$ cat src/sv/bdqs_pkg.sv
// package for the bounded deque with search: codes, widths, state type
`default_nettype none

package bdqs_pkg;

  localparam int DEPTH_DEF = 16;
  localparam int DATA_W    = 32;
  localparam int REQ_W     = 3;
  localparam int STAT_W    = 2;

  localparam logic [REQ_W-1:0] REQ_PUSH_BACK  = 3'd0;
  localparam logic [REQ_W-1:0] REQ_PUSH_FRONT = 3'd1;
  localparam logic [REQ_W-1:0] REQ_POP_FRONT  = 3'd2;
  localparam logic [REQ_W-1:0] REQ_POP_BACK   = 3'd3;
  localparam logic [REQ_W-1:0] REQ_SEARCH     = 3'd4;

  localparam logic [STAT_W-1:0] STAT_OK    = 2'd0;
  localparam logic [STAT_W-1:0] STAT_EMPTY = 2'd1;
  localparam logic [STAT_W-1:0] STAT_FULL  = 2'd2;

  typedef enum logic {
    ST_IDLE,
    ST_SRCH
  } state_t;

endpackage

`default_nettype wire

$ cat src/sv/bounded_deque_with_search.sv
// bounded deque of signed 32-bit values in a ring memory, with linear search
//
//  channel | dir | handshake        | payload
//  --------+-----+------------------+---------------------------------------------
//  in_     | in  | tvalid / tready  | tuser: req_type, tdata: value
//  out_    | out | tvalid / tready  | tdata: status, found, is_empty, count
//
//  push and pop requests update the ring memory and pointers as they are taken
//  a search reads one stored entry per cycle and stops early when the key is hit;
//  a search of an empty deque gives its result without entering the search state
//  one request is worked at a time; a new one is taken once the result register
//  is free or being drained, and a finished search waits for it while the output stalls
//  synchronous active-low reset clears state, front pointer and count, not the memory
`default_nettype none

module bounded_deque_with_search #(
  parameter int DEPTH = bdqs_pkg::DEPTH_DEF
) (
  input  wire logic                          clk,
  input  wire logic                          rst_n,
  input  wire logic                          in_tvalid,
  output logic                               in_tready,
  input  wire logic [bdqs_pkg::REQ_W-1:0]    in_tuser,   // req_type
  input  wire logic [bdqs_pkg::DATA_W-1:0]   in_tdata,   // value
  output logic                               out_tvalid,
  input  wire logic                          out_tready,
  // status, found, is_empty, count, zero fill
  output logic [((bdqs_pkg::STAT_W+2+$clog2(DEPTH+1)+7)/8)*8-1:0] out_tdata
);

  localparam int IdxW  = $clog2(DEPTH);
  localparam int CntW  = $clog2(DEPTH + 1);
  localparam int SumW  = CntW + 1;
  localparam int OutW  = ((bdqs_pkg::STAT_W + 2 + CntW + 7) / 8) * 8;
  localparam int PadW  = OutW - (bdqs_pkg::STAT_W + 2 + CntW);
  localparam logic [CntW-1:0] DepthCnt = CntW'(DEPTH);
  localparam logic [SumW-1:0] DepthSum = SumW'(DEPTH);
  localparam logic [IdxW-1:0] LastIdx  = IdxW'(DEPTH - 1);

  logic [bdqs_pkg::DATA_W-1:0] mem [DEPTH];

  bdqs_pkg::state_t state_r, state_nxt;

  logic [IdxW-1:0]                front_r, front_nxt;
  logic [CntW-1:0]                occ_r, occ_nxt;
  logic [IdxW-1:0]                rd_ptr_r, rd_ptr_nxt;
  logic [CntW-1:0]                left_r, left_nxt;
  logic                           last_r, last_nxt;
  logic                           cmp_vld_r, cmp_vld_nxt;
  logic [bdqs_pkg::DATA_W-1:0]    key_r, key_nxt;
  logic [bdqs_pkg::DATA_W-1:0]    rd_data_r;

  logic                           out_valid_r, out_valid_nxt;
  logic [bdqs_pkg::STAT_W-1:0]    out_status_r, out_status_nxt;
  logic                           out_found_r, out_found_nxt;
  logic                           out_empty_r, out_empty_nxt;
  logic [CntW-1:0]                out_count_r, out_count_nxt;

  logic                           slot_free;
  logic                           in_fire;
  logic                           hit;
  logic                           fin;
  logic                           done;
  logic                           issue;
  logic                           wr_en;
  logic [IdxW-1:0]                wr_addr;
  logic [SumW-1:0]                back_sum;
  logic [IdxW-1:0]                back_slot;
  logic [IdxW-1:0]                front_dec;
  logic [IdxW-1:0]                front_inc;
  logic                           is_full;
  logic                           is_zero;

  assign slot_free = !out_valid_r || out_tready;
  assign in_fire   = in_tvalid && in_tready;
  assign hit       = cmp_vld_r && (rd_data_r == key_r);
  assign fin       = cmp_vld_r && (hit || last_r);
  assign done      = fin && slot_free;
  assign is_full   = (occ_r == DepthCnt);
  assign is_zero   = (occ_r == '0);

  assign back_sum  = SumW'(front_r) + SumW'(occ_r);
  assign back_slot = (back_sum >= DepthSum) ? IdxW'(back_sum - DepthSum) : IdxW'(back_sum);
  assign front_dec = (front_r == '0) ? LastIdx : front_r - 1'b1;
  assign front_inc = (front_r == LastIdx) ? '0 : front_r + 1'b1;

  // next state
  always_comb begin
    state_nxt = state_r;
    case (state_r)
      bdqs_pkg::ST_IDLE: begin
        if (in_fire && in_tuser == bdqs_pkg::REQ_SEARCH && !is_zero) begin
          state_nxt = bdqs_pkg::ST_SRCH;
        end
      end
      bdqs_pkg::ST_SRCH: begin
        if (done) begin
          state_nxt = bdqs_pkg::ST_IDLE;
        end
      end
      default: state_nxt = bdqs_pkg::ST_IDLE;
    endcase
  end

  // fsm outputs
  always_comb begin
    in_tready = 1'b0;
    issue     = 1'b0;
    case (state_r)
      bdqs_pkg::ST_IDLE: begin
        in_tready = slot_free;
      end
      bdqs_pkg::ST_SRCH: begin
        issue = (left_r != '0) && !fin;
      end
      default: begin
        in_tready = 1'b0;
      end
    endcase
  end

  // datapath next values
  always_comb begin
    front_nxt      = front_r;
    occ_nxt        = occ_r;
    rd_ptr_nxt     = rd_ptr_r;
    left_nxt       = left_r;
    last_nxt       = last_r;
    key_nxt        = key_r;
    cmp_vld_nxt    = issue || (fin && !slot_free);
    out_valid_nxt  = out_valid_r && !out_tready;
    out_status_nxt = out_status_r;
    out_found_nxt  = out_found_r;
    out_empty_nxt  = out_empty_r;
    out_count_nxt  = out_count_r;
    wr_en          = 1'b0;
    wr_addr        = back_slot;

    if (issue) begin
      rd_ptr_nxt = (rd_ptr_r == LastIdx) ? '0 : rd_ptr_r + 1'b1;
      left_nxt   = left_r - 1'b1;
      last_nxt   = (left_r == CntW'(1));
    end

    if (in_fire) begin
      out_status_nxt = bdqs_pkg::STAT_OK;
      out_found_nxt  = 1'b0;
      case (in_tuser)
        bdqs_pkg::REQ_PUSH_BACK: begin
          if (is_full) begin
            out_status_nxt = bdqs_pkg::STAT_FULL;
          end else begin
            wr_en   = 1'b1;
            wr_addr = back_slot;
            occ_nxt = occ_r + 1'b1;
          end
        end
        bdqs_pkg::REQ_PUSH_FRONT: begin
          if (is_full) begin
            out_status_nxt = bdqs_pkg::STAT_FULL;
          end else begin
            wr_en     = 1'b1;
            wr_addr   = front_dec;
            front_nxt = front_dec;
            occ_nxt   = occ_r + 1'b1;
          end
        end
        bdqs_pkg::REQ_POP_FRONT: begin
          if (is_zero) begin
            out_status_nxt = bdqs_pkg::STAT_EMPTY;
          end else begin
            front_nxt = front_inc;
            occ_nxt   = occ_r - 1'b1;
          end
        end
        bdqs_pkg::REQ_POP_BACK: begin
          if (is_zero) begin
            out_status_nxt = bdqs_pkg::STAT_EMPTY;
          end else begin
            occ_nxt = occ_r - 1'b1;
          end
        end
        bdqs_pkg::REQ_SEARCH: begin
          key_nxt    = in_tdata;
          rd_ptr_nxt = front_r;
          left_nxt   = occ_r;
        end
        default: begin
          out_status_nxt = bdqs_pkg::STAT_OK;
        end
      endcase
      out_valid_nxt = !(in_tuser == bdqs_pkg::REQ_SEARCH && !is_zero);
      out_count_nxt = occ_nxt;
      out_empty_nxt = (occ_nxt == '0);
    end

    if (state_r == bdqs_pkg::ST_SRCH && done) begin
      out_valid_nxt  = 1'b1;
      out_status_nxt = bdqs_pkg::STAT_OK;
      out_found_nxt  = hit;
      out_count_nxt  = occ_r;
      out_empty_nxt  = is_zero;
    end
  end

  always_ff @(posedge clk) begin
    if (!rst_n) begin
      state_r     <= bdqs_pkg::ST_IDLE;
      front_r     <= '0;
      occ_r       <= '0;
      left_r      <= '0;
      last_r      <= 1'b0;
      cmp_vld_r   <= 1'b0;
      out_valid_r <= 1'b0;
    end else begin
      state_r     <= state_nxt;
      front_r     <= front_nxt;
      occ_r       <= occ_nxt;
      left_r      <= left_nxt;
      last_r      <= last_nxt;
      cmp_vld_r   <= cmp_vld_nxt;
      out_valid_r <= out_valid_nxt;
    end
  end

  always_ff @(posedge clk) begin
    rd_ptr_r     <= rd_ptr_nxt;
    key_r        <= key_nxt;
    out_status_r <= out_status_nxt;
    out_found_r  <= out_found_nxt;
    out_empty_r  <= out_empty_nxt;
    out_count_r  <= out_count_nxt;
  end

  // ring memory, one write and one registered read per cycle
  always_ff @(posedge clk) begin
    if (wr_en) begin
      mem[wr_addr] <= in_tdata;
    end
  end

  always_ff @(posedge clk) begin
    if (issue) begin
      rd_data_r <= mem[rd_ptr_r];
    end
  end

  assign out_tvalid = out_valid_r;
  assign out_tdata  = {{PadW{1'b0}}, out_count_r, out_empty_r, out_found_r, out_status_r};

`ifndef SYNTHESIS
  a_occ_bound: assert property (@(posedge clk) disable iff (!rst_n)
    occ_r <= DepthCnt)
    else $error("occupancy beyond depth");

  a_cmp_in_search: assert property (@(posedge clk) disable iff (!rst_n)
    cmp_vld_r |-> state_r == bdqs_pkg::ST_SRCH)
    else $error("compare pending outside search");

  a_search_keeps_state: assert property (@(posedge clk) disable iff (!rst_n)
    state_r == bdqs_pkg::ST_SRCH |=> occ_r == $past(occ_r) && front_r == $past(front_r))
    else $error("deque changed during search");

  a_search_result: assert property (@(posedge clk) disable iff (!rst_n)
    state_r == bdqs_pkg::ST_SRCH && done |=> out_valid_r && state_r == bdqs_pkg::ST_IDLE)
    else $error("finished search gave no result");

  a_search_no_overrun: assert property (@(posedge clk) disable iff (!rst_n)
    state_r == bdqs_pkg::ST_SRCH && left_r == '0 && !cmp_vld_r |-> 1'b0)
    else $error("search ran out of entries without a final compare");
`endif

endmodule

`default_nettype wire
$ cat config.mk
export PLATFORM = sky130hd
export DESIGN_NAME = bounded_deque_with_search
export DESIGN_NICKNAME = d
export VERILOG_FILES = /design/src/sv/bdqs_pkg.sv /design/src/sv/bounded_deque_with_search.sv
export SDC_FILE = /design/constraint.sdc
export NUM_CORES = 1
export LEC_CHECK = 0
export ABC_AREA = 1
export BUFFER_PORTS_ARGS = -buffer_cell sky130_fd_sc_hd__buf_2
export CAP_MARGIN = 20
export CORE_MARGIN = 2
export CORE_UTILIZATION = 45
export DETAILED_ROUTE_END_ITERATION = 10
export HOLD_SLACK_MARGIN = 0.05
export PLACE_DENSITY = 0.57
export SKIP_LAST_GASP = 1
export SLEW_MARGIN = 10
export SYNTH_ARGS = -nofsm -noshare
export SYNTH_HDL_FRONTEND = slang
export SYNTH_SLANG_ARGS = --single-unit
$ cat constraint.sdc
create_clock -name clk -period 4.9 [get_ports clk]
set_input_delay 1.225 -clock clk [delete_from_list [all_inputs] [get_ports clk]]
set_output_delay 1.225 -clock clk [all_outputs]
set_load 0.1 [all_outputs]
==> metrics.cfg, run 1 <==
[routing]
ant_nets=0
wire_per_inst_um=23.9
drtIter0Drc=1567
routed_wirelength_um=63400
num_vias=15200
remaining_drc_errors=0
viasPerCell=5.71
first_pass_iters=5

[clock_network]
cts.clk_slew.worst_paths_ns=0.06
cts_tree=done
htreeDepth=2
clk_path_buf_depth=3
post_cts_resized=0
post-cts-setup-buffers=0
numCtsBuffers=60
clock_latency_ns=0.63
cts.sinks=607
cts-root-buf=clkbuf_16
cts_hold_buf=0

[synthesis]
synth_top_area_share_pct=70.5
synth_most_common_cell=edfxtp_1
syn_avg_cell_area_um2=13.3
yosysWarnings=0
syn_area_mm2=0.0248
synthArstFlopShare_pct=0
ys_seq_area_share_pct=72.4
ys_types=43
synth_commonest_cells=edfxtp_1 (583), nor2_1 (268), nand2_1 (190)
synth_flop_cell=edfxtp_1
post_synth_inst_count=1863
yosysTopAreaCell=edfxtp_1
synth-seq-cells=607
ys_top_cells_by_area=edfxtp_1 (71%), nor2_1 (4.1%), mux2i_1 (3.6%), o221ai_1 (3.2%), o21ai_0 (3.0%)
synth-edff-count=583

[flow_run]
drv_cap=0

[pwr]
power.density_mw_per_mm2=474
vdd_ir_drop_max_v=0.000286
p_leak_nw=9.80

[sta]
tns_ns=0
report.final.slew_viol_count=0
setup_violations=0
fmax_ghz=0.281
hold_viol=0
post-route-min-period_ns=3.55
max-slew-margin-rel_pct=35.3
rsz0062_at_grt=no
clock_skew_ns=0.0158
final.period_utilization_pct=72.5
worstMarginPinSlew_ns=0.970

[cells_and_area]
drive_above_1_share_pct=11.4
nNetsFinal=1952
fillers=4651
final_core_util_pct=50.8
syn_to_final_growth_pct=12.4
n_antenna_cell=0

[critical_path]
path_max_fanout=17
end_kind=register
worstPathRequired_ns=5.23
arrival_ns=3.88
crit_path_start_kind=input port
crit_type=in -> reg

[global_route]
busiest_layer=met2
antenna_found_initial=3
grt_pass1_wl_um=93900
grt_util_met2_pct=34.3
grt_pass1_vias=14600
grt_usage_pct=22.4
use_met3_pct=5.28
use_met1_pct=32.3
grt_max_degree=112
grt_overflow=0

[hold_path]
min_path_type=reg -> reg

[die]
start_util_pct=45.2
fp-row-count=86
core_mm2=0.0549
die_h_um=239
dieWidth_um=239
die-area_mm2=0.0571
io_pins=57

[placement]
globalplace.congestion=0.879
dp_hpwl_um=38900
io_buffers=49

[run_status]
status=completed

[critical path, stage by stage]
cell	delay, ns
buf_2	0.09
nor2_1	0.21
nor2_2	0.06
nand2_1	0.34
inv_2	0.16
nand2_4	0.16
nor2_8	0.05
o21ai_1	0.22
nand3_1	0.42
nor2_4	0.67
buf_12	0.25
[logic make-up after synthesis]
logic type      after synthesis  share of synthesized area, %
simple gates                556                          9.22
other cells                   1                        0.0151
buf+inv                     234                          4.01
xor+xnor                     14                         0.494
compound gates              351                          9.65
flops                       607                          72.4
fa+ha+maj                    11                         0.585
mux                          89                          3.59
[worst paths after layout]
path / start / slack (ns) / depth (start not counted) / to
worst max-delay path: out_tready / 1.35 / 11 / mem[13][3]
worst min-delay path: last_r / 0.52 / 2 / last_r
worst max register to register: occ_r[1] / 1.55 / 14 / mem[13][3]
worst min register to register: last_r / 0.52 / 2 / last_r
[through the flow]
step / cell area [um^2] / instances / setup WS, ns / power, mW / hold WS, ns
5_1_grt: 27900 / 2657 / 1.23 / 13.7 / 0.555
3_3_place_gp: 25900 / 2544 / 0.843 / 8.61 / 0.512
3_5_place_dp: 25900 / 2544 / 0.738 / 8.63 / 0.515
4_1_cts: 27900 / 2657 / 1.40 / 13.3 / 0.522
6_report: 27900 / 2657 / 1.35 / 13.2 / 0.518
2_1_floorplan: 24900 / 1869 / 0.0222 / 7.70 / 0.500
[sequential cells by signal (all words and copies together), names as in the netlist]
name / flops
cmp_vld_r: 1
front_r: 4
key_r: 32
last_r: 1
left_r: 5
mem: 512
occ_r: 5
out_count_r: 5
out_empty_r: 1
out_found_r: 1
out_status_r: 2
out_tvalid: 1
rd_data_r: 32
rd_ptr_r: 4
state_r: 1
[routing by layer]
layer	share of wire [%]	vias up
met5	0.057	-
met4	2.4	4
met3	8.0	91
met2	45	521
met1	45	7602
li1	-	6951
[layout make-up]
| type | count | area [um^2] | area share [%] |
|---|---|---|---|
| Clock buffer | 76 | 1610 | 5.79 |
| Clock inverter | 37 | 383 | 1.37 |
| Inverter | 121 | 459 | 1.65 |
| Multi-Input combinational cell | 1028 | 5990 | 21.5 |
| Sequential cell | 607 | 18000 | 64.5 |
| Tap cell | 704 | 881 | 3.16 |
| Timing Repair Buffer | 84 | 571 | 2.05 |
[where the power goes]
group / leakage [nW] / switching (mW) / internal (mW)
clock: 0.975 / 1.94 / 2.74
combinational: 3.37 / 1.82 / 0.727
sequential: 5.45 / 0.186 / 5.82
[placed cells by master (no fill, tap or decap), drive strengths merged, types with 2 or more instances in the layout]
cell type	n
a21oi	20
buf	84
bufinv	8
clkbuf	76
clkinv	28
conb	7
dfxtp	24
edfxtp	583
ha	10
inv	121
mux2i	89
nand2	197
nand3	58
nand4	14
nor2	276
nor3	5
nor3b	2
nor4	3
o211ai	39
o21a	3
o21ai	156
o221ai	90
o32ai	38
xnor2	3
xor2	11
Note: power is estimated with default switching activity, not from simulation.
==> run 2, diff against run 1 <==
--- a/config.mk
+++ b/config.mk
@@ -12,7 +12,7 @@
 export CORE_UTILIZATION = 45
 export DETAILED_ROUTE_END_ITERATION = 10
 export HOLD_SLACK_MARGIN = 0.05
-export PLACE_DENSITY = 0.57
+export PLACE_DENSITY = 0.59
 export SKIP_LAST_GASP = 1
 export SLEW_MARGIN = 10
 export SYNTH_ARGS = -nofsm -noshare
==> constraint.sdc (replaced) <==
create_clock -name clk -period 2.9 [get_ports clk]
set_input_delay 0.725 -clock clk [delete_from_list [all_inputs] [get_ports clk]]
set_output_delay 0.725 -clock clk [all_outputs]
set_load 0.1 [all_outputs]
==> run 2 against run 1 <==
Against the previous run: combinational power is 83% higher; sequential cell count stayed put; first-iteration DRC count is 11% higher; setup slack worse by 1.1 ns; die area stayed put; utilization is 1.3 points higher; cell count is 1.4% higher; via count is 0.96% higher; cell area is 2.5% higher; clock-buffer cell count is 5 higher; global-route usage is 0.30 points lower; clock power is 57% higher; critical path type is now reg -> reg.
==> metrics.cfg, run 2 (synthesis gave the netlist of run 1 again) <==
[die]
die-area_mm2=0.0571  ; unchanged
fp-row-count=86  ; unchanged
dieWidth_um=239  ; unchanged
die_h_um=239  ; unchanged
core_mm2=0.0549  ; unchanged
start_util_pct=45.2  ; unchanged
io_pins=57  ; unchanged

[hold_path]
min_path_cells=3  ; +1
hp-start=rst_n
min_path_type=in -> reg
whs_endpoint=last_r

[global_route]
antenna_found_initial=1  ; -2
grt_usage_pct=22.1  ; -0.30 points
grt_max_degree=89  ; -21%
grt_overflow=0  ; unchanged
grt_pass1_vias=15000  ; +2.6%
grt_pass1_wl_um=93600  ; -0.30%

[routing]
remaining_drc_errors=0  ; unchanged
first_pass_iters=6  ; +1
ant_nets=0  ; unchanged
wire_per_inst_um=23.3  ; -2.3%
num_vias=15300  ; +0.96%
routed_wirelength_um=62800  ; -0.96%
drtIter0Drc=1737  ; +11%
viasPerCell=5.68  ; -0.43%

[placement]
globalplace.congestion=0.875  ; -0.47%
placed_cells=2583  ; +1.5%
placement.cell_area_mm2=0.0268  ; +3.3%
io_buffers=49  ; unchanged
dp_hpwl_um=40600  ; +4.4%

[sta]
post-route-min-period_ns=2.69
rsz0062_at_grt=no
tns_ns=0  ; unchanged
clock_skew_ns=0.0154  ; -0.000450 ns
worstMarginPinSlew_ns=0.830  ; -0.140 ns
max-slew-margin-rel_pct=44.3  ; +9.0 points
final.period_utilization_pct=92.8
report.final.slew_viol_count=0  ; unchanged
fmax_ghz=0.372
hold_ws_ns=0.464  ; -0.0541 ns
setup_violations=0  ; unchanged
hold_viol=0  ; unchanged

[critical_path]
worstPathRequired_ns=3.22  ; -2.01 ns
critPathMaxStageDelay_ns=0.43  ; -0.24 ns
crit_path_start_kind=register
crit_path_frequent_cell=nand2_2
path_cells=inv_1 > ha_1 > nand2_2 > inv_2 > nand2_2 > nand2_2 > inv_2 > nand2_4 > nor2_8 > nand2_1 > o21ai_2 > nand3_4 > nor2_4 > buf_12
arrival_ns=3.01  ; -0.87 ns
end_kind=register
path_max_fanout=16  ; -1
r2r_cells=14  ; unchanged
cp_slowest_cell=dfxtp_1
r2r-end=mem[2][4]
r2r-start=occ_r[0]
crit_type=reg -> reg
reg2reg_slack_ns=0.21  ; -1.34 ns

[cells_and_area]
final_common_cell=edfxtp_1
final_cells=2694  ; +1.4%
largest_reg_flops=512  ; unchanged
top_register=mem
top_regs=mem: 512 flops, key_r: 32 flops, rd_data_r: 32 flops
final_core_util_pct=52.1  ; +1.3 points
final_area_mm2=0.0286  ; +2.5%
drive_above_1_share_pct=14.1  ; +2.7 points
syn_to_final_growth_pct=15.2
nNetsFinal=1991  ; +2.0%
mostFrequentLayoutCells=edfxtp_1 (583), nor2_1 (251), nand2_1 (184)

[clock_network]
cts.sinks=607  ; unchanged
clock_latency_ns=0.62  ; about the same
post_cts_resized=0  ; unchanged
htreeDepth=2  ; unchanged
cts-root-buf=clkbuf_16
cts_hold_buf=0  ; unchanged
numCtsBuffers=60  ; unchanged
clk_path_buf_depth=3  ; unchanged
cts_tree=done
post-cts-setup-buffers=0  ; unchanged
cts.clk_slew.worst_paths_ns=0.06  ; about the same

[run_status]
status=completed

[pwr]
combPwrFrac_pct=21.2  ; +2.0 points
power_frac_clock_pct=33.3  ; -2.1 points
p_int_mw=15.4  ; +66%
seqPwrFrac_pct=45.5  ; about the same
vdd_ir_drop_max_v=0.000455  ; +59%
swShare_pct=29.9  ; +0.11 points
power.density_mw_per_mm2=769  ; +62%
p_leak_nw=10.1  ; +2.6%
p_switching_mw=6.58  ; +67%

[flow_run]
drv_cap=0  ; unchanged

[run 2: worst max path at each step]
stage | start | end
after floorplan | out_tready | mem[4][0]
after global placement | in_tuser[2] | mem[15][5]
after detailed placement | in_tuser[2] | mem[4][15]
after CTS | occ_r[1] | mem[4][30]
after global routing | occ_r[0] | mem[2][0]
final | occ_r[0] | mem[2][4]
[run 2: final cells by class]
class                      count  area [um^2]
tap                          704          881
clock inverter                29          196
antenna                        1         2.50
sequential                   607        18000
clock buffer                  81         1640
timing repair buffer         123         1300
inverter                     121          462
multi-input combinational   1028         6110
fill                        4577        26300
[run 2: metrics by stage]
stage	setup WS [ns]	power, mW
2_1_floorplan	-0.171	13.1
3_3_place_gp	0.169	14.7
3_5_place_dp	0.146	14.8
4_1_cts	0.146	22.1
5_1_grt	0.0636	22.8
6_report	0.209	22.0
[run 2: per-layer routing]
metal | vias up | track usage [%] | share of wire, %
met2 | 511 | 34.7 | 46
met4 | 0 | 5.19 | 1.9
met5 | - | 0 | 0
li1 | 7035 | - | -
met3 | 82 | 3.56 | 7.1
met1 | 7686 | 32.5 | 45
[run 2: critical path, delay by kind of cell (launching register included)]
family	cells	cell delay, ns
flip-flops	1	0.43
adder cells (fa/ha/maj)	1	0.27
buffers and inverters	4	0.49
AND/OR/NAND/NOR	8	1.05
AO/OA/AOI/OAI	1	0.14
[run 2: power groups by stage]
stage / Clock [mW] / Sequential, mW / Combinational [mW]
2_1_floorplan: 0 / 10.1 / 2.94
3_3_place_gp: 0 / 10.2 / 4.57
3_5_place_dp: 0 / 10.2 / 4.61
4_1_cts: 7.46 / 9.99 / 4.63
5_1_grt: 7.78 / 10.0 / 5.03
6_report: 7.33 / 10.0 / 4.66
